===== src/rtl/bdq_pkg.sv =====
// Shared constants, operation and status codes, and the result word type
// for the bounded deque. No dependencies.
package bdq_pkg;

    localparam int DEPTH_DEFAULT = 16;

    localparam int OP_W     = 3;
    localparam int VALUE_W  = 32;
    localparam int STATUS_W = 2;
    localparam int POS_W    = 4;
    localparam int FILL_W   = 5;

    localparam logic [OP_W-1:0] OP_PUSH_FRONT = 3'd0;
    localparam logic [OP_W-1:0] OP_PUSH_BACK  = 3'd1;
    localparam logic [OP_W-1:0] OP_REMOVE     = 3'd2;
    localparam logic [OP_W-1:0] OP_POP_FRONT  = 3'd3;
    localparam logic [OP_W-1:0] OP_POP_BACK   = 3'd4;
    localparam logic [OP_W-1:0] OP_FIND       = 3'd5;

    localparam logic [STATUS_W-1:0] ST_DONE    = 2'd0;
    localparam logic [STATUS_W-1:0] ST_EMPTY   = 2'd1;
    localparam logic [STATUS_W-1:0] ST_FULL    = 2'd2;
    localparam logic [STATUS_W-1:0] ST_MISSING = 2'd3;

    typedef struct packed {
        logic [STATUS_W-1:0] status;
        logic [POS_W-1:0]    position;
        logic [FILL_W-1:0]   fill_count;
    } res_t;

endpackage


===== src/rtl/bdq_if.sv =====
// Valid/ready channel interfaces for request and response words.
// Depends on bdq_pkg.
interface bdq_req_if;
    import bdq_pkg::*;
    logic                      valid;
    logic                      ready;
    logic [OP_W-1:0]           op;
    logic signed [VALUE_W-1:0] value;

    modport source (output valid, output op, output value, input ready);
    modport sink   (input valid, input op, input value, output ready);
endinterface

interface bdq_rsp_if;
    import bdq_pkg::*;
    logic                valid;
    logic                ready;
    logic [STATUS_W-1:0] status;
    logic [POS_W-1:0]    position;
    logic [FILL_W-1:0]   fill_count;

    modport source (output valid, output status, output position, output fill_count,
                    input ready);
    modport sink   (input valid, input status, input position, input fill_count,
                    output ready);
endinterface


===== src/rtl/bounded_deque_with_search.sv =====
// Bounded deque of signed 32-bit words with remove and find by value.
// Push back, pop back and any word that neither scans nor moves entries go from execute
// straight to the result; pop front and push front move entries, find scans, and remove
// scans and then closes the gap, one compare or one entry move per cycle.
// One word in flight; the next is taken in the cycle after the response loads.
// Reset clears the fill count; entries are not cleared.
module bounded_deque_with_search #(
    parameter int DEPTH = bdq_pkg::DEPTH_DEFAULT
) (
    input  logic      clk,
    input  logic      rst_n,
    bdq_req_if.sink   req,
    bdq_rsp_if.source rsp
);
    import bdq_pkg::*;

    localparam int AW = $clog2(DEPTH);

    logic                      seq_idle;
    logic                      res_valid;
    logic                      res_ack;
    res_t                      res;
    logic                      mem_we;
    logic [AW-1:0]             mem_waddr;
    logic signed [VALUE_W-1:0] mem_wdata;
    logic                      mem_re;
    logic [AW-1:0]             mem_raddr;
    logic signed [VALUE_W-1:0] mem_rdata;
    logic                      out_valid_reg, out_valid_next;
    res_t                      out_res_reg;

    assign req.ready = seq_idle;
    assign res_ack   = !out_valid_reg || rsp.ready;

    bdq_seq #(.DEPTH(DEPTH)) u_seq (
        .clk       (clk),
        .rst_n     (rst_n),
        .start     (req.valid && req.ready),
        .op        (req.op),
        .value     (req.value),
        .idle      (seq_idle),
        .res_valid (res_valid),
        .res_ack   (res_ack),
        .res       (res),
        .mem_we    (mem_we),
        .mem_waddr (mem_waddr),
        .mem_wdata (mem_wdata),
        .mem_re    (mem_re),
        .mem_raddr (mem_raddr),
        .mem_rdata (mem_rdata)
    );

    bdq_store #(.DEPTH(DEPTH)) u_store (
        .clk   (clk),
        .we    (mem_we),
        .waddr (mem_waddr),
        .wdata (mem_wdata),
        .re    (mem_re),
        .raddr (mem_raddr),
        .rdata (mem_rdata)
    );

    always_comb
    begin
        out_valid_next = out_valid_reg;
        if (res_valid && res_ack)
        begin
            out_valid_next = 1'b1;
        end
        else if (rsp.ready)
        begin
            out_valid_next = 1'b0;
        end
    end

    always_ff @(posedge clk or negedge rst_n)
    begin
        if (!rst_n)
        begin
            out_valid_reg <= 1'b0;
        end
        else
        begin
            out_valid_reg <= out_valid_next;
        end
    end

    always_ff @(posedge clk)
    begin
        if (res_valid && res_ack)
        begin
            out_res_reg <= res;
        end
    end

    assign rsp.valid      = out_valid_reg;
    assign rsp.status     = out_res_reg.status;
    assign rsp.position   = out_res_reg.position;
    assign rsp.fill_count = out_res_reg.fill_count;

    a_busy_after_accept: assert property (@(posedge clk) disable iff (!rst_n)
        (req.valid && req.ready) |=> !req.ready)
        else $error("request taken while sequencer busy");

    a_result_lands: assert property (@(posedge clk) disable iff (!rst_n)
        (res_valid && res_ack) |=> (rsp.valid && rsp.status == $past(res.status)))
        else $error("result word not loaded into output register");

    a_full_count: assert property (@(posedge clk) disable iff (!rst_n)
        (res_valid && res.status == ST_FULL) |-> (res.fill_count == FILL_W'(DEPTH)))
        else $error("full status with store not full");

    a_empty_count: assert property (@(posedge clk) disable iff (!rst_n)
        (res_valid && res.status == ST_EMPTY) |-> (res.fill_count == '0))
        else $error("empty status with entries stored");

endmodule


===== src/rtl/bdq_store.sv =====
// Entry memory: one write port and one read port with registered read data.
// Depends on bdq_pkg.
module bdq_store #(
    parameter int DEPTH = bdq_pkg::DEPTH_DEFAULT
) (
    input  logic                              clk,
    input  logic                              we,
    input  logic [$clog2(DEPTH)-1:0]          waddr,
    input  logic signed [bdq_pkg::VALUE_W-1:0] wdata,
    input  logic                              re,
    input  logic [$clog2(DEPTH)-1:0]          raddr,
    output logic signed [bdq_pkg::VALUE_W-1:0] rdata
);
    import bdq_pkg::*;

    logic signed [VALUE_W-1:0] mem [DEPTH];
    logic signed [VALUE_W-1:0] rdata_reg;

    always_ff @(posedge clk)
    begin
        if (we)
        begin
            mem[waddr] <= wdata;
        end
        if (re)
        begin
            rdata_reg <= mem[raddr];
        end
    end

    assign rdata = rdata_reg;

endmodule


===== src/rtl/bdq_seq.sv =====
// Sequencer for the deque: one comparator and one memory port pair, stepped
// over entries for search, gap closing and front insertion.
// Depends on bdq_pkg and drives bdq_store.
module bdq_seq #(
    parameter int DEPTH = bdq_pkg::DEPTH_DEFAULT
) (
    input  logic                               clk,
    input  logic                               rst_n,
    input  logic                               start,
    input  logic [bdq_pkg::OP_W-1:0]           op,
    input  logic signed [bdq_pkg::VALUE_W-1:0] value,
    output logic                               idle,
    output logic                               res_valid,
    input  logic                               res_ack,
    output bdq_pkg::res_t                      res,
    output logic                               mem_we,
    output logic [$clog2(DEPTH)-1:0]           mem_waddr,
    output logic signed [bdq_pkg::VALUE_W-1:0] mem_wdata,
    output logic                               mem_re,
    output logic [$clog2(DEPTH)-1:0]           mem_raddr,
    input  logic signed [bdq_pkg::VALUE_W-1:0] mem_rdata
);
    import bdq_pkg::*;

    localparam int AW = $clog2(DEPTH);
    localparam int CW = $clog2(DEPTH + 1);
    localparam logic [CW-1:0] FULL_CNT = CW'(DEPTH);

    typedef enum logic [6:0] {
        S_IDLE   = 7'b0000001,
        S_EXEC   = 7'b0000010,
        S_SCAN   = 7'b0000100,
        S_DOWN   = 7'b0001000,
        S_UP     = 7'b0010000,
        S_HEAD   = 7'b0100000,
        S_FINISH = 7'b1000000
    } state_t;

    state_t                  state_reg, state_next;
    logic [OP_W-1:0]         op_reg, op_next;
    logic signed [VALUE_W-1:0] key_reg, key_next;
    logic [CW-1:0]           count_reg, count_next;
    logic [CW-1:0]           rd_ptr_reg, rd_ptr_next;
    logic [CW-1:0]           wr_ptr_reg, wr_ptr_next;
    logic [CW-1:0]           cmp_idx_reg, cmp_idx_next;
    logic [STATUS_W-1:0]     status_reg, status_next;
    logic [AW-1:0]           pos_reg, pos_next;
    logic                    match;
    logic [CW-1:0]           cmp_inc;

    assign match   = (mem_rdata == key_reg);
    assign cmp_inc = cmp_idx_reg + CW'(1);

    always_comb
    begin
        state_next   = state_reg;
        op_next      = op_reg;
        key_next     = key_reg;
        count_next   = count_reg;
        rd_ptr_next  = rd_ptr_reg;
        wr_ptr_next  = wr_ptr_reg;
        cmp_idx_next = cmp_idx_reg;
        status_next  = status_reg;
        pos_next     = pos_reg;
        mem_we       = 1'b0;
        mem_waddr    = '0;
        mem_wdata    = key_reg;
        mem_re       = 1'b0;
        mem_raddr    = '0;

        case (state_reg)
            S_IDLE:
            begin
                if (start)
                begin
                    op_next    = op;
                    key_next   = value;
                    state_next = S_EXEC;
                end
            end
            S_EXEC:
            begin
                status_next = ST_DONE;
                pos_next    = '0;
                state_next  = S_FINISH;
                case (op_reg)
                    OP_PUSH_FRONT:
                    begin
                        if (count_reg == FULL_CNT)
                        begin
                            status_next = ST_FULL;
                        end
                        else if (count_reg == '0)
                        begin
                            mem_we     = 1'b1;
                            count_next = count_reg + CW'(1);
                        end
                        else
                        begin
                            mem_re      = 1'b1;
                            mem_raddr   = AW'(count_reg - CW'(1));
                            wr_ptr_next = count_reg;
                            state_next  = S_UP;
                        end
                    end
                    OP_PUSH_BACK:
                    begin
                        if (count_reg == FULL_CNT)
                        begin
                            status_next = ST_FULL;
                        end
                        else
                        begin
                            mem_we     = 1'b1;
                            mem_waddr  = AW'(count_reg);
                            count_next = count_reg + CW'(1);
                        end
                    end
                    OP_REMOVE, OP_FIND:
                    begin
                        if (count_reg == '0)
                        begin
                            status_next = ST_MISSING;
                        end
                        else
                        begin
                            mem_re       = 1'b1;
                            rd_ptr_next  = CW'(1);
                            cmp_idx_next = '0;
                            state_next   = S_SCAN;
                        end
                    end
                    OP_POP_FRONT:
                    begin
                        if (count_reg == '0)
                        begin
                            status_next = ST_EMPTY;
                        end
                        else if (count_reg == CW'(1))
                        begin
                            count_next = '0;
                        end
                        else
                        begin
                            mem_re      = 1'b1;
                            mem_raddr   = AW'(1);
                            wr_ptr_next = '0;
                            rd_ptr_next = CW'(2);
                            state_next  = S_DOWN;
                        end
                    end
                    OP_POP_BACK:
                    begin
                        if (count_reg == '0)
                        begin
                            status_next = ST_EMPTY;
                        end
                        else
                        begin
                            count_next = count_reg - CW'(1);
                        end
                    end
                    default:
                    begin
                        status_next = ST_DONE;
                    end
                endcase
            end
            S_SCAN:
            begin
                if (rd_ptr_reg < count_reg)
                begin
                    mem_re    = 1'b1;
                    mem_raddr = AW'(rd_ptr_reg);
                end
                if (match)
                begin
                    pos_next = AW'(cmp_idx_reg);
                    if (op_reg == OP_FIND)
                    begin
                        state_next = S_FINISH;
                    end
                    else if (cmp_inc >= count_reg)
                    begin
                        count_next = count_reg - CW'(1);
                        state_next = S_FINISH;
                    end
                    else
                    begin
                        wr_ptr_next = cmp_idx_reg;
                        rd_ptr_next = rd_ptr_reg + CW'(1);
                        state_next  = S_DOWN;
                    end
                end
                else if (cmp_inc >= count_reg)
                begin
                    status_next = ST_MISSING;
                    state_next  = S_FINISH;
                end
                else
                begin
                    cmp_idx_next = cmp_inc;
                    rd_ptr_next  = rd_ptr_reg + CW'(1);
                end
            end
            S_DOWN:
            begin
                mem_we    = 1'b1;
                mem_waddr = AW'(wr_ptr_reg);
                mem_wdata = mem_rdata;
                if (rd_ptr_reg < count_reg)
                begin
                    mem_re    = 1'b1;
                    mem_raddr = AW'(rd_ptr_reg);
                end
                if (rd_ptr_reg >= count_reg)
                begin
                    count_next = count_reg - CW'(1);
                    state_next = S_FINISH;
                end
                else
                begin
                    wr_ptr_next = wr_ptr_reg + CW'(1);
                    rd_ptr_next = rd_ptr_reg + CW'(1);
                end
            end
            S_UP:
            begin
                mem_we    = 1'b1;
                mem_waddr = AW'(wr_ptr_reg);
                mem_wdata = mem_rdata;
                if (wr_ptr_reg == CW'(1))
                begin
                    state_next = S_HEAD;
                end
                else
                begin
                    mem_re      = 1'b1;
                    mem_raddr   = AW'(wr_ptr_reg - CW'(2));
                    wr_ptr_next = wr_ptr_reg - CW'(1);
                end
            end
            S_HEAD:
            begin
                mem_we     = 1'b1;
                count_next = count_reg + CW'(1);
                state_next = S_FINISH;
            end
            S_FINISH:
            begin
                if (res_ack)
                begin
                    state_next = S_IDLE;
                end
            end
            default:
            begin
                state_next = S_IDLE;
            end
        endcase
    end

    always_ff @(posedge clk or negedge rst_n)
    begin
        if (!rst_n)
        begin
            state_reg <= S_IDLE;
            count_reg <= '0;
        end
        else
        begin
            state_reg <= state_next;
            count_reg <= count_next;
        end
    end

    always_ff @(posedge clk)
    begin
        op_reg      <= op_next;
        key_reg     <= key_next;
        rd_ptr_reg  <= rd_ptr_next;
        wr_ptr_reg  <= wr_ptr_next;
        cmp_idx_reg <= cmp_idx_next;
        status_reg  <= status_next;
        pos_reg     <= pos_next;
    end

    assign idle           = (state_reg == S_IDLE);
    assign res_valid      = (state_reg == S_FINISH);
    assign res.status     = status_reg;
    assign res.position   = POS_W'(pos_reg);
    assign res.fill_count = FILL_W'(count_reg);

endmodule


===== src/flat_wrapper.sv =====
// flat-port wrapper written by rule: the top's interface ports become plain ports
module bounded_deque_with_search_flat import bdq_pkg::*;
#(
    parameter int DEPTH = bdq_pkg::DEPTH_DEFAULT
)
  (clk, rst_n, req_valid, req_op, req_value, req_ready, rsp_valid, rsp_status, rsp_position, rsp_fill_count, rsp_ready);
  bdq_req_if req_i ();
  bdq_rsp_if rsp_i ();
  input  logic clk;
  input  logic rst_n;
  input wire logic [$bits(req_i.valid)-1:0] req_valid;
  input wire logic [$bits(req_i.op)-1:0] req_op;
  input wire logic [$bits(req_i.value)-1:0] req_value;
  output wire logic [$bits(req_i.ready)-1:0] req_ready;
  output wire logic [$bits(rsp_i.valid)-1:0] rsp_valid;
  output wire logic [$bits(rsp_i.status)-1:0] rsp_status;
  output wire logic [$bits(rsp_i.position)-1:0] rsp_position;
  output wire logic [$bits(rsp_i.fill_count)-1:0] rsp_fill_count;
  input wire logic [$bits(rsp_i.ready)-1:0] rsp_ready;
  assign req_i.valid = req_valid;
  assign req_i.op = req_op;
  assign req_i.value = req_value;
  assign req_ready = req_i.ready;
  assign rsp_valid = rsp_i.valid;
  assign rsp_status = rsp_i.status;
  assign rsp_position = rsp_i.position;
  assign rsp_fill_count = rsp_i.fill_count;
  assign rsp_i.ready = rsp_ready;
  bounded_deque_with_search #(.DEPTH(DEPTH)) u_core (.clk(clk), .rst_n(rst_n), .req(req_i), .rsp(rsp_i));
endmodule

===== config.mk =====
export PLATFORM = sky130hd
export DESIGN_NAME = bounded_deque_with_search_flat
export DESIGN_NICKNAME = d
export VERILOG_FILES = /design/src/rtl/bdq_pkg.sv /design/src/rtl/bdq_if.sv /design/src/rtl/bounded_deque_with_search.sv /design/src/rtl/bdq_store.sv /design/src/rtl/bdq_seq.sv /design/src/flat_wrapper.sv
export SDC_FILE = /design/constraint.sdc
export NUM_CORES = 1
export LEC_CHECK = 0
export BUFFER_PORTS_ARGS = -buffer_cell sky130_fd_sc_hd__buf_2
export CORE_ASPECT_RATIO = 1.1
export CORE_MARGIN = 5
export CORE_UTILIZATION = 50
export CTS_CLUSTER_DIAMETER = 150
export DETAILED_ROUTE_END_ITERATION = 6
export GPL_TIMING_DRIVEN = 1
export PLACE_DENSITY = 0.66
export SYNTH_ARGS = -nofsm -noshare
export SYNTH_HDL_FRONTEND = slang
export SYNTH_SLANG_ARGS = --single-unit

===== constraint.sdc =====
create_clock -name clk -period 6.2 [get_ports clk]
set_input_delay 1.24 -clock clk [delete_from_list [all_inputs] [get_ports clk]]
set_output_delay 1.24 -clock clk [all_outputs]
set_load 0.005 [all_outputs]

==> summary.md, run 1 <==
| Metric | Value |
|---|---|
| Status | finished, final reports clean |
| Kind of critical path | flop to flop |
| Mapped Cells | between 1500 and 2000 |
| H-tree depth | 3 |
| Layout Nets | around 1900 |
| Initial antenna violation count | 0 |
| Final Wtd Congestion | 0.866 |
| Vias/cell | 6.07 |
| FF/Latch Area | 18700 um^2 |
| Global-route wire length before repair | between 90 and 100 mm |
| Pre-Repair DR Iteration Count | 5 |
| Yosys reg bits | 624 |
| Slew margin rel. | 0.139 |
| Setup crit start | u_core.u_seq.state_reg[5] |
| Setup TNS | 0 ns |
| Largest net degree at the start of global routing | 151 |
| Final Cycle Share | 0.721 |
| IO buf count | 51 |
| Worst-path clk slew | 0.06 ns |
| Multi-input gate area | 7010 um^2 |
| Crit path capture | u_core.u_store.mem[10][4] |
| Peak Freq | 224 MHz |
| Clk_lat worst skew | 0.59 ns |
| DRC Markers | 0 |
| Die height | 250 um |
| Core area | 51500 um^2 |
| CTS Buffer Depth | 3 |
| Final Setup Violations | 0 |
| Async S/R FF share, synth | 0.0208 |
| Detail Route Antenna Nets | 0 |
| Commonest cells after routing, fill and taps aside | edfxtp_1 (611), nand2_1 (335), a211oi_1 (86), clkbuf_16 (69), a31oi_1 (66) |
| Crit-path slowest cell | nor2_4 |
| Pwr dens | 365 nW/um^2 |
| Hold buffers post-CTS | 0 |
| CTS root buf | clkbuf_16 |
| Cell area after synthesis | 26100 um^2 |
| # rows | 87 |
| Avg WL per Cell | 24.3 um |
| Yosys cell types | 67 |
| Final hold violations | 0 |
| R2R cell count | 8 |
| Slowest Stage Delay on Critical Path | 1.02 ns |
| Fraction of layout cells with a size suffix above 1 | 0.124 |
| Fin crit period | approximately 4.5 ns |
| Worst-Margin Slew | 1.29 ns |
| TritonCTS Sinks | 624 |
| Area Overhead vs Synth | 11.7% |
| Sequential area share after synthesis | 0.716 |
| N_diodes | 0 |
| Hpwl dp | 35.2 mm |
| Max-slew violations | 0 |
| Total CTS buffers | 66 |
| Setup Buffers After CTS | 0 |
| Total wire length | 62.4 mm |
| Leakage | 0.00962 uW |
| Top Ports | 52 |
| Max Cap Viol | 0 |
| Max reg flops | slightly above 500 |
| Routed vias | 15500 |
| Worst min path class | flop to flop |
| Main synth FF type | edfxtp_1 |
| Worst Path Arrival | 4.66 ns |
| Worst R2R Setup Slack | 1.73 ns |
| Syn nets | ~1900 |
| Ys Warns | 0 |
| Hold WS | between 0.4 and 0.5 ns |
| TritonCTS clock tree | built |
| Final core utilization | 0.566 |
| Initial Util | 0.507 |
| Grt total ovfl | 0 |
| Post-synth EDFFs | 611 |
| Max IR drop VDD | 0.227 mV |
| WP data required | 6.39 ns |
| RSZ-0062 raised after global routing | no |
| GRT Overall Usage | 0.215 |
| Critical path peak fanout | 37 |
| Reg2reg start | u_core.u_seq.state_reg[5] |
| Number of global-route vias before repair | 15400 |
| Commonest non-fill, non-tap cell in the layout | edfxtp_1 |
| PostCTS Resize Cnt | 0 |
| Critical Path Sink Type | flop |
| Die width | 228 um |
| Fillers | 3969 |
| Die area | 56900 um^2 |
| Startpoint types | flop |
| RR Endpoint | u_core.u_store.mem[10][4] |
| Skew final | 0.0225 ns |
| Crit-path cells | nor4_4 > and2_1 > nand3b_1 > nand2_2 > a221oi_1 > a31oi_1 > nand2b_1 > nor2_4 |
| Post-Syn Area per Cell | 14.4 um^2 |
| Iter 0 DRT Violations | 1458 |
routing by layer:
layer | GRT usage | share of wire | vias up
li1 | - | - | 6994
met1 | 0.290 | 0.42 | 7899
met2 | 0.362 | 0.50 | 569
met3 | 0.0383 | 0.065 | 87
met4 | 0.0635 | 0.021 | 0
met5 | 0 | 0 | -
area by class of cell:
type                            instances  share of cell area
Sequential cell                       624               0.641
Multi-Input combinational cell       1070               0.241
Clock buffer                           82              0.0609
Tap cell                              667              0.0286
Timing Repair Buffer                   73              0.0161
Clock inverter                         33              0.0110
Inverter                               14             0.00180
power breakdown:
group          internal, uW  switching [uW]
clock                  2280            1570
sequential             5100             215
combinational           460            1010
total                  7840            2790
logic make-up after synthesis:
kind of cell / synth area share
flip-flops: 0.716
AND/OR/NAND/NOR: 0.110
AO/OA/AOI/OAI: 0.0895
buffers and inverters: 0.0221
multiplexers: 0.0372
XOR/XNOR: 0.0154
adder cells (fa/ha/maj): 0.0105
how the worst min path moves through the flow:
stage	slack (ns)	cells past startpoint	endpoint	from
floorplan	0.40	0	u_core.rsp.position[0]	u_core.u_seq.pos_reg[0]
CTS	0.42	0	u_core.rsp.status[1]	u_core.u_seq.status_reg[1]
detailed placement	0.41	0	u_core.rsp.status[1]	u_core.u_seq.status_reg[1]
global route	0.43	0	u_core.rsp.status[0]	u_core.u_seq.status_reg[0]
global placement	0.41	0	u_core.rsp.status[0]	u_core.u_seq.status_reg[0]
finish	0.42	0	u_core.rsp.status[0]	u_core.u_seq.status_reg[0]
synth_stat cells, types with 3 or more instances:
cell,number,share of area
inv_1,14,0.0020
a31oi_1,66,0.016
buf_1,5,0.00072
o2111ai_1,3,0.0010
buf_2,22,0.0042
o32ai_1,33,0.011
a211oi_1,86,0.025
xnor2_1,39,0.013
mux2_1,10,0.0043
buf_4,7,0.0020
nor2b_1,4,0.00096
a211oi_2,9,0.0043
edfxtp_1,611,0.70
nor3_2,3,0.0012
mux2i_1,62,0.024
dfrtp_1,12,0.012
buf_6,8,0.0035
nor3b_1,3,0.00086
a21o_1,4,0.0012
a221o_1,35,0.013
xor2_1,7,0.0023
o211ai_1,3,0.00086
and3_1,35,0.0084
nand4_1,11,0.0026
o221ai_1,3,0.0010
nand3_1,16,0.0031
ha_1,22,0.011
and4b_1,3,0.0012
nor2_1,44,0.0063
and2_0,48,0.012
a221oi_1,5,0.0017
nand2b_1,4,0.00096
nand3b_1,4,0.0012
o22ai_1,5,0.0012
clkbuf_1,67,0.0096
mux2_2,21,0.0091
nand2_1,338,0.049
o21ai_0,17,0.0033
and2_1,59,0.014
nor3_1,13,0.0025
a21oi_1,22,0.0042
stage by stage:
step	std cells	setup WS [ns]	power, uW	instance area [um^2]
after floorplan	1817	2.29	6310	26100
after CTS	2563	1.78	10700	29100
after global routing	2563	1.54	11100	29100
after detailed placement	2448	1.80	6860	27000
after global placement	2448	1.92	6810	27000
final	2563	1.73	10600	29100
critical path, delay by kind of cell, from the launching register on:
kind / cells / cell delay (ns)
and+or+nand+nor: 6 / 3.02
AOI/OAI and AO/OA: 2 / 0.56
DFF: 1 / 0.45
(Power assumes the default switching activity.)
==> run 2: changes to the inputs <==
- PLACE_DENSITY: 0.66 -> 0.68
- clock period: 6.2 -> 4 ns (I/O delays scaled with it)
==> run 2 against run 1 <==
Design area rose by 0.82%. Clock power up 37%. Combinational power increased by 67%. Critical endpoint is now u_core.u_store.rdata[11]. First-iteration DRC count is 22% higher. Clock skew shrank 0.0037 ns. Largest cell class unchanged. Setup slack worse by 1.4 ns. Critical path type unchanged. Critical path depth grew 3. Core utilization increased by 0.47 points. Register-to-register slack worse by 1.4 ns. Sequential share of layout area is 0.52 points lower. Power grew 49%. Fmax up 21%.
==> summary.md, run 2 (synthesized netlist as in run 1, its figures left out) <==
| Metric | Value |
|---|---|
| Hold buffers post-CTS | 0 (unchanged) |
| DRC Markers | 0 (unchanged) |
| Setup TNS | 0 ns (unchanged) |
| Max reg flops | 512 (unchanged) |
| Global-route wire length before repair | 95.1 mm (+0.17%) |
| Detail Route Antenna Nets | 0 (unchanged) |
| Final Cycle Share | 0.924 (+0.203) |
| Number of global-route vias before repair | 15300 (-0.59%) |
| Final hold violations | 0 (unchanged) |
| Max Cap Viol | 0 (unchanged) |
| Layout Nets | 1945 (+1.8%) |
| N_diodes | 0 (unchanged) |
| TritonCTS clock tree | built |
| Worst Path Arrival | 4.06 ns (-0.60 ns) |
| Kind of critical path | flop to flop |
| Hpwl dp | 35.6 mm (+1.3%) |
| Critical Path Sink Type | flop |
| Peak Freq | 271 MHz (+21%) |
| Die width | 228 um (unchanged) |
| Total wire length | 63.6 mm (+2.0%) |
| Worst min path class | primary input to async pin |
| # rows | 87 (unchanged) |
| Max-slew violations | 0 (unchanged) |
| Die height | 250 um (unchanged) |
| GRT Overall Usage | 0.218 (+0.00296) |
| Grt total ovfl | 0 (unchanged) |
| Area Overhead vs Synth | 12.6% |
| Final Setup Violations | 0 (unchanged) |
| PostCTS Resize Cnt | 0 (unchanged) |
| Final core utilization | 0.571 (+0.00467) |
| Skew final | 0.0188 ns (-0.00369 ns) |
| Initial antenna violation count | 0 (unchanged) |
| Core area | 51500 um^2 (unchanged) |
| Crit-path cells | inv_1 > ha_1 > or4b_4 > nand3_2 > nor2_1 > or3_4 > buf_12 > and2_0 > a211oi_1 > a31oi_1 > a221o_1 |
| CTS Buffer Depth | 3 (unchanged) |
| Fraction of layout cells with a size suffix above 1 | 0.135 (+0.0108) |
| Avg WL per Cell | 24.6 um (+0.95%) |
| Pre-Repair DR Iteration Count | 6 (+1) |
| Leakage | 0.00975 uW (+1.3%) |
| Pwr dens | 539 nW/um^2 (+48%) |
| Iter 0 DRT Violations | 1784 (+22%) |
| IO buf count | 51 (unchanged) |
| Fillers | 3963 (-0.15%) |
| Startpoint types | flop |
| CTS root buf | clkbuf_16 |
| Worst-Margin Slew | 1.06 ns (-0.229 ns) |
| Slowest Stage Delay on Critical Path | 0.58 ns (-0.44 ns) |
| Largest net degree at the start of global routing | 107 (-29%) |
| Vias/cell | 6.07 (about the same) |
| Top Ports | 52 (unchanged) |
| Total CTS buffers | 59 (-11%) |
| Worst-path clk slew | 0.07 ns (about the same) |
| Commonest cells after routing, fill and taps aside | edfxtp_1 (611), nand2_1 (335), a211oi_1 (86), a31oi_1 (66), mux2i_1 (62) |
| Crit-path slowest cell | or3_4 |
| Clk_lat worst skew | 0.63 ns (+0.04 ns) |
| Routed vias | 15700 (+1.1%) |
| Slew margin rel. | 0.293 (+0.153) |
| Critical path peak fanout | 35 (-5.4%) |
| Initial Util | 0.507 (unchanged) |
| Fin crit period | 3.70 ns (-0.772 ns) |
| Setup Buffers After CTS | 0 (unchanged) |
| Status | finished, final reports clean |
| Commonest non-fill, non-tap cell in the layout | edfxtp_1 |
| TritonCTS Sinks | 624 (unchanged) |
| WP data required | 4.37 ns (-2.02 ns) |
| H-tree depth | 2 (-1) |
| Die area | 56900 um^2 (unchanged) |
| Final Wtd Congestion | 0.894 (+3.2%) |
| PnR Total Power | 15800 uW (+49%) |
| RSZ-0062 raised after global routing | no |
| Max IR drop VDD | 0.414 mV (+82%) |
run 2: cell types whose count changed in the layout (fill, tap and decap cells not counted), sizes merged:
| cell | delta |
|---|---|
| buf | +42 |
| clkbuf | -5 |
| clkinv | -4 |
| bufinv | -3 |
| clkinvlp | -2 |
| inv | -2 |
run 2: metal layers:
layer  GRT usage  vias to the layer above  wire, um
met5           0                        -         0
met3      0.0288                      130      4480
met4      0.0766                        0      2090
li1            -                     7057         -
met2       0.360                      657     30800
met1       0.302                     7874     26200
run 2: layout make-up:
type                       instances  area [um^2]  area share
clock buffer                      77         1570      0.0536
clock inverter                    22          221     0.00754
timing repair buffer             115         1010      0.0344
tap                              667          835      0.0284
multi-input combinational       1070         7010       0.239
inverter                          14         52.6     0.00179
sequential                       624        18700       0.636
run 2: final timing paths:
| path | from | to | slack, ns | cells after the start |
|---|---|---|---|---|
| max in group asynchronous | rst_n | u_core.u_seq.state_reg[0] | 3.65 | 1 |
| worst min register to register | u_core.u_seq.pos_reg[2] | u_core.rsp.position[2] | 0.42 | 0 |
| min in group clk | req_value[21] | u_core.u_seq.key_reg[21] | 0.34 | 1 |
| worst max-delay path | u_core.u_seq.wr_ptr_reg[1] | u_core.u_store.rdata[11] | 0.30 | 11 |
| worst max register to register | u_core.u_seq.wr_ptr_reg[1] | u_core.u_store.rdata[11] | 0.30 | 11 |
| worst min-delay path | rst_n | u_core.u_seq.count_reg[1] | 0.05 | 1 |
run 2: worst max-delay path: cells and delay by family, from the launching register on:
family,cells,cell delay (ns)
simple gates,5,1.44
fa+ha+maj,1,0.18
compound gates,3,0.76
buf+inv,2,0.51
flops,1,0.52
run 2: power breakdown:
group	internal [uW]	switching (uW)
clock network	2950	2330
registers	7900	206
logic	806	1660
run 2: per-stage QoR:
step / instance area (um^2) / setup WS (ns) / hold slack, ns / cells
after floorplan: 26100 / 0.0872 / 0.400 / 1817
after global placement: 27600 / 0.441 / 0.409 / 2490
after detailed placement: 27600 / 0.396 / 0.408 / 2490
after CTS: 29400 / 0.299 / 0.0295 / 2589
after global routing: 29400 / 0.167 / 0.0624 / 2589
final: 29400 / 0.305 / 0.0532 / 2589
==> run 3: changes to the inputs <==
- RECOVER_POWER: default -> 50
==> run 3 against run 2 <==
Wire length hardly changed. Core utilization down 0.12 points. Design area shrank 0.21%. Critical path type unchanged. Highest routed layer unchanged.
==> summary.md, run 3 (synthesized netlist as in run 1, its figures left out) <==
| Metric | Value |
|---|---|
| Worst-path clk slew | 0.07 ns (about the same) |
| Reg power frac | 0.513 (about the same) |
| Worst R2R Setup Slack | 0.31 ns (about the same) |
| Largest net degree at the start of global routing | 107 (unchanged) |
| Switching Fraction | 0.265 (+0.000322) |
| GRT Overall Usage | 0.218 (unchanged) |
| Routed vias | 15700 (-0.064%) |
| Fraction of layout cells with a size suffix above 1 | 0.122 (-0.0135) |
| Pwr dens | 540 nW/um^2 (about the same) |
| Initial antenna violation count | 0 (unchanged) |
| Top Ports | 52 (unchanged) |
| Final Setup Violations | 0 (unchanged) |
| Peak Freq | 271 MHz (+0.13%) |
| Clk_lat worst skew | 0.63 ns (about the same) |
| Status | finished, final reports clean |
| P_int | 11600 uW (-0.18%) |
| Detail Route Antenna Nets | 0 (unchanged) |
| Commonest cells after routing, fill and taps aside | edfxtp_1 (611), nand2_1 (336), a211oi_1 (86), a31oi_1 (66), mux2i_1 (62) |
| TritonCTS clock tree | built |
| Skew final | 0.0205 ns (+0.00172 ns) |
| R2R cell count | 11 (unchanged) |
| Power share of the clock group | 0.333 (about the same) |
| Commonest non-fill, non-tap cell in the layout | edfxtp_1 |
| IO buf count | 51 (unchanged) |
| Iter 0 DRT Violations | 1699 (-4.8%) |
| Hold WS | 0.207 ns (+0.154 ns) |
| Number of global-route vias before repair | 15300 (unchanged) |
| Layout Nets | 1945 (unchanged) |
| Final Wtd Congestion | 0.894 (unchanged) |
| Area Overhead vs Synth | 12.3% |
| CTS root buf | clkbuf_16 |
| Pre-Repair DR Iteration Count | 5 (-1) |
| H-tree depth | 2 (unchanged) |
| Max reg flops | 512 (unchanged) |
| Grt total ovfl | 0 (unchanged) |
| Hold buffers post-CTS | 0 (unchanged) |
| Global-route wire length before repair | 95.1 mm (unchanged) |
| Die height | 250 um (unchanged) |
| Fin crit period | 3.69 ns (-0.00481 ns) |
| N_diodes | 0 (unchanged) |
| Critical Path Sink Type | flop |
| CTS Buffer Depth | 3 (unchanged) |
| Kind of critical path | flop to flop |
| Worst-Margin Slew | 1.39 ns (+0.332 ns) |
| Setup Buffers After CTS | 0 (unchanged) |
| # rows | 87 (unchanged) |
| TritonCTS Sinks | 624 (unchanged) |
| Max-slew violations | 0 (unchanged) |
| Startpoint types | flop |
| Critical path peak fanout | 35 (unchanged) |
| Final Cycle Share | 0.923 (-0.00120) |
| Vias/cell | 6.07 (about the same) |
| Setup TNS | 0 ns (unchanged) |
| Worst Path Arrival | 4.06 ns (about the same) |
| Initial Util | 0.507 (unchanged) |
| Die width | 228 um (unchanged) |
| Hpwl dp | 35.6 mm (unchanged) |
| Worst min path class | primary input to async pin |
| Max IR drop VDD | 0.412 mV (-0.42%) |
| Total CTS buffers | 59 (unchanged) |
| Die area | 56900 um^2 (unchanged) |
| Combinational Power Share | 0.154 (about the same) |
| RSZ-0062 raised after global routing | no |
| Max Cap Viol | 0 (unchanged) |
| Sw Pwr | 4190 uW (about the same) |
| Final hold violations | 0 (unchanged) |
| Avg WL per Cell | 24.6 um (about the same) |
| Total wire length | 63.7 mm (about the same) |
| Leakage | 0.00967 uW (-0.78%) |
| Core area | 51500 um^2 (unchanged) |
| PostCTS Resize Cnt | 0 (unchanged) |
| WP data required | 4.37 ns (about the same) |
| DRC Markers | 0 (unchanged) |
| Slew margin rel. | 0.0727 (-0.220) |
-- run 3: cell type report --
cell class / count / area (um^2)
repair buffers: 115 / 968
multi-input cells: 1070 / 6990
fillers: 3982 / 22200
well taps: 667 / 835
clock inverters: 22 / 221
clock buffers: 77 / 1570
inverters: 14 / 52.6
flip-flops and latches: 624 / 18700
-- run 3: worst max-delay path, stage by stage, from the launching register on --
cell and delay (ns):
edfxtp_1 0.52, inv_1 0.25, ha_1 0.18, or4b_4 0.46
nand3_2 0.14, nor2_1 0.08, or3_4 0.58, buf_12 0.25
and2_0 0.18, a211oi_1 0.31, a31oi_1 0.09, a221o_1 0.36
-- run 3: stage by stage --
| stage | total power (uW) | utilization | setup WS [ns] | cells | instance area [um^2] |
|---|---|---|---|---|---|
| floorplan | 9780 | - | 0.0872 | 1817 | 26100 |
| global route | 16400 | 0.569 | 0.133 | 2589 | 29300 |
| global placement | 10600 | 0.536 | 0.441 | 2490 | 27600 |
| detailed placement | 10700 | 0.536 | 0.396 | 2490 | 27600 |
| CTS | 15900 | 0.571 | 0.299 | 2589 | 29400 |
| finish | 15800 | 0.569 | 0.309 | 2589 | 29300 |
-- run 3: path summary, 6_finish.rpt --
check,end,start
max in group asynchronous,u_core.u_seq.count_reg[0],rst_n
max,u_core.u_store.rdata[11],u_core.u_seq.wr_ptr_reg[1]
min in group clk,u_core.u_seq.key_reg[21],req_value[21]
min,u_core.u_seq.count_reg[1],rst_n
max reg2reg,u_core.u_store.rdata[11],u_core.u_seq.wr_ptr_reg[1]
min reg2reg,u_core.rsp.position[2],u_core.u_seq.pos_reg[2]
-- run 3: power by group through the flow --
stage / logic, uW / registers (uW) / clock network (uW)
after floorplan: 1620 / 8160 / 0
after global placement: 2380 / 8230 / 0
after detailed placement: 2450 / 8240 / 0
after CTS: 2460 / 8100 / 5370
after global routing: 2660 / 8130 / 5640
final: 2440 / 8110 / 5270
-- run 3: per-layer routing --
| layer | track usage | up-vias | share of wire |
|---|---|---|---|
| met4 | 0.0766 | 0 | 0.034 |
| met3 | 0.0288 | 140 | 0.075 |
| met2 | 0.360 | 665 | 0.48 |
| li1 | - | 7057 | - |
| met1 | 0.302 | 7846 | 0.41 |
| met5 | 0 | - | 0 |
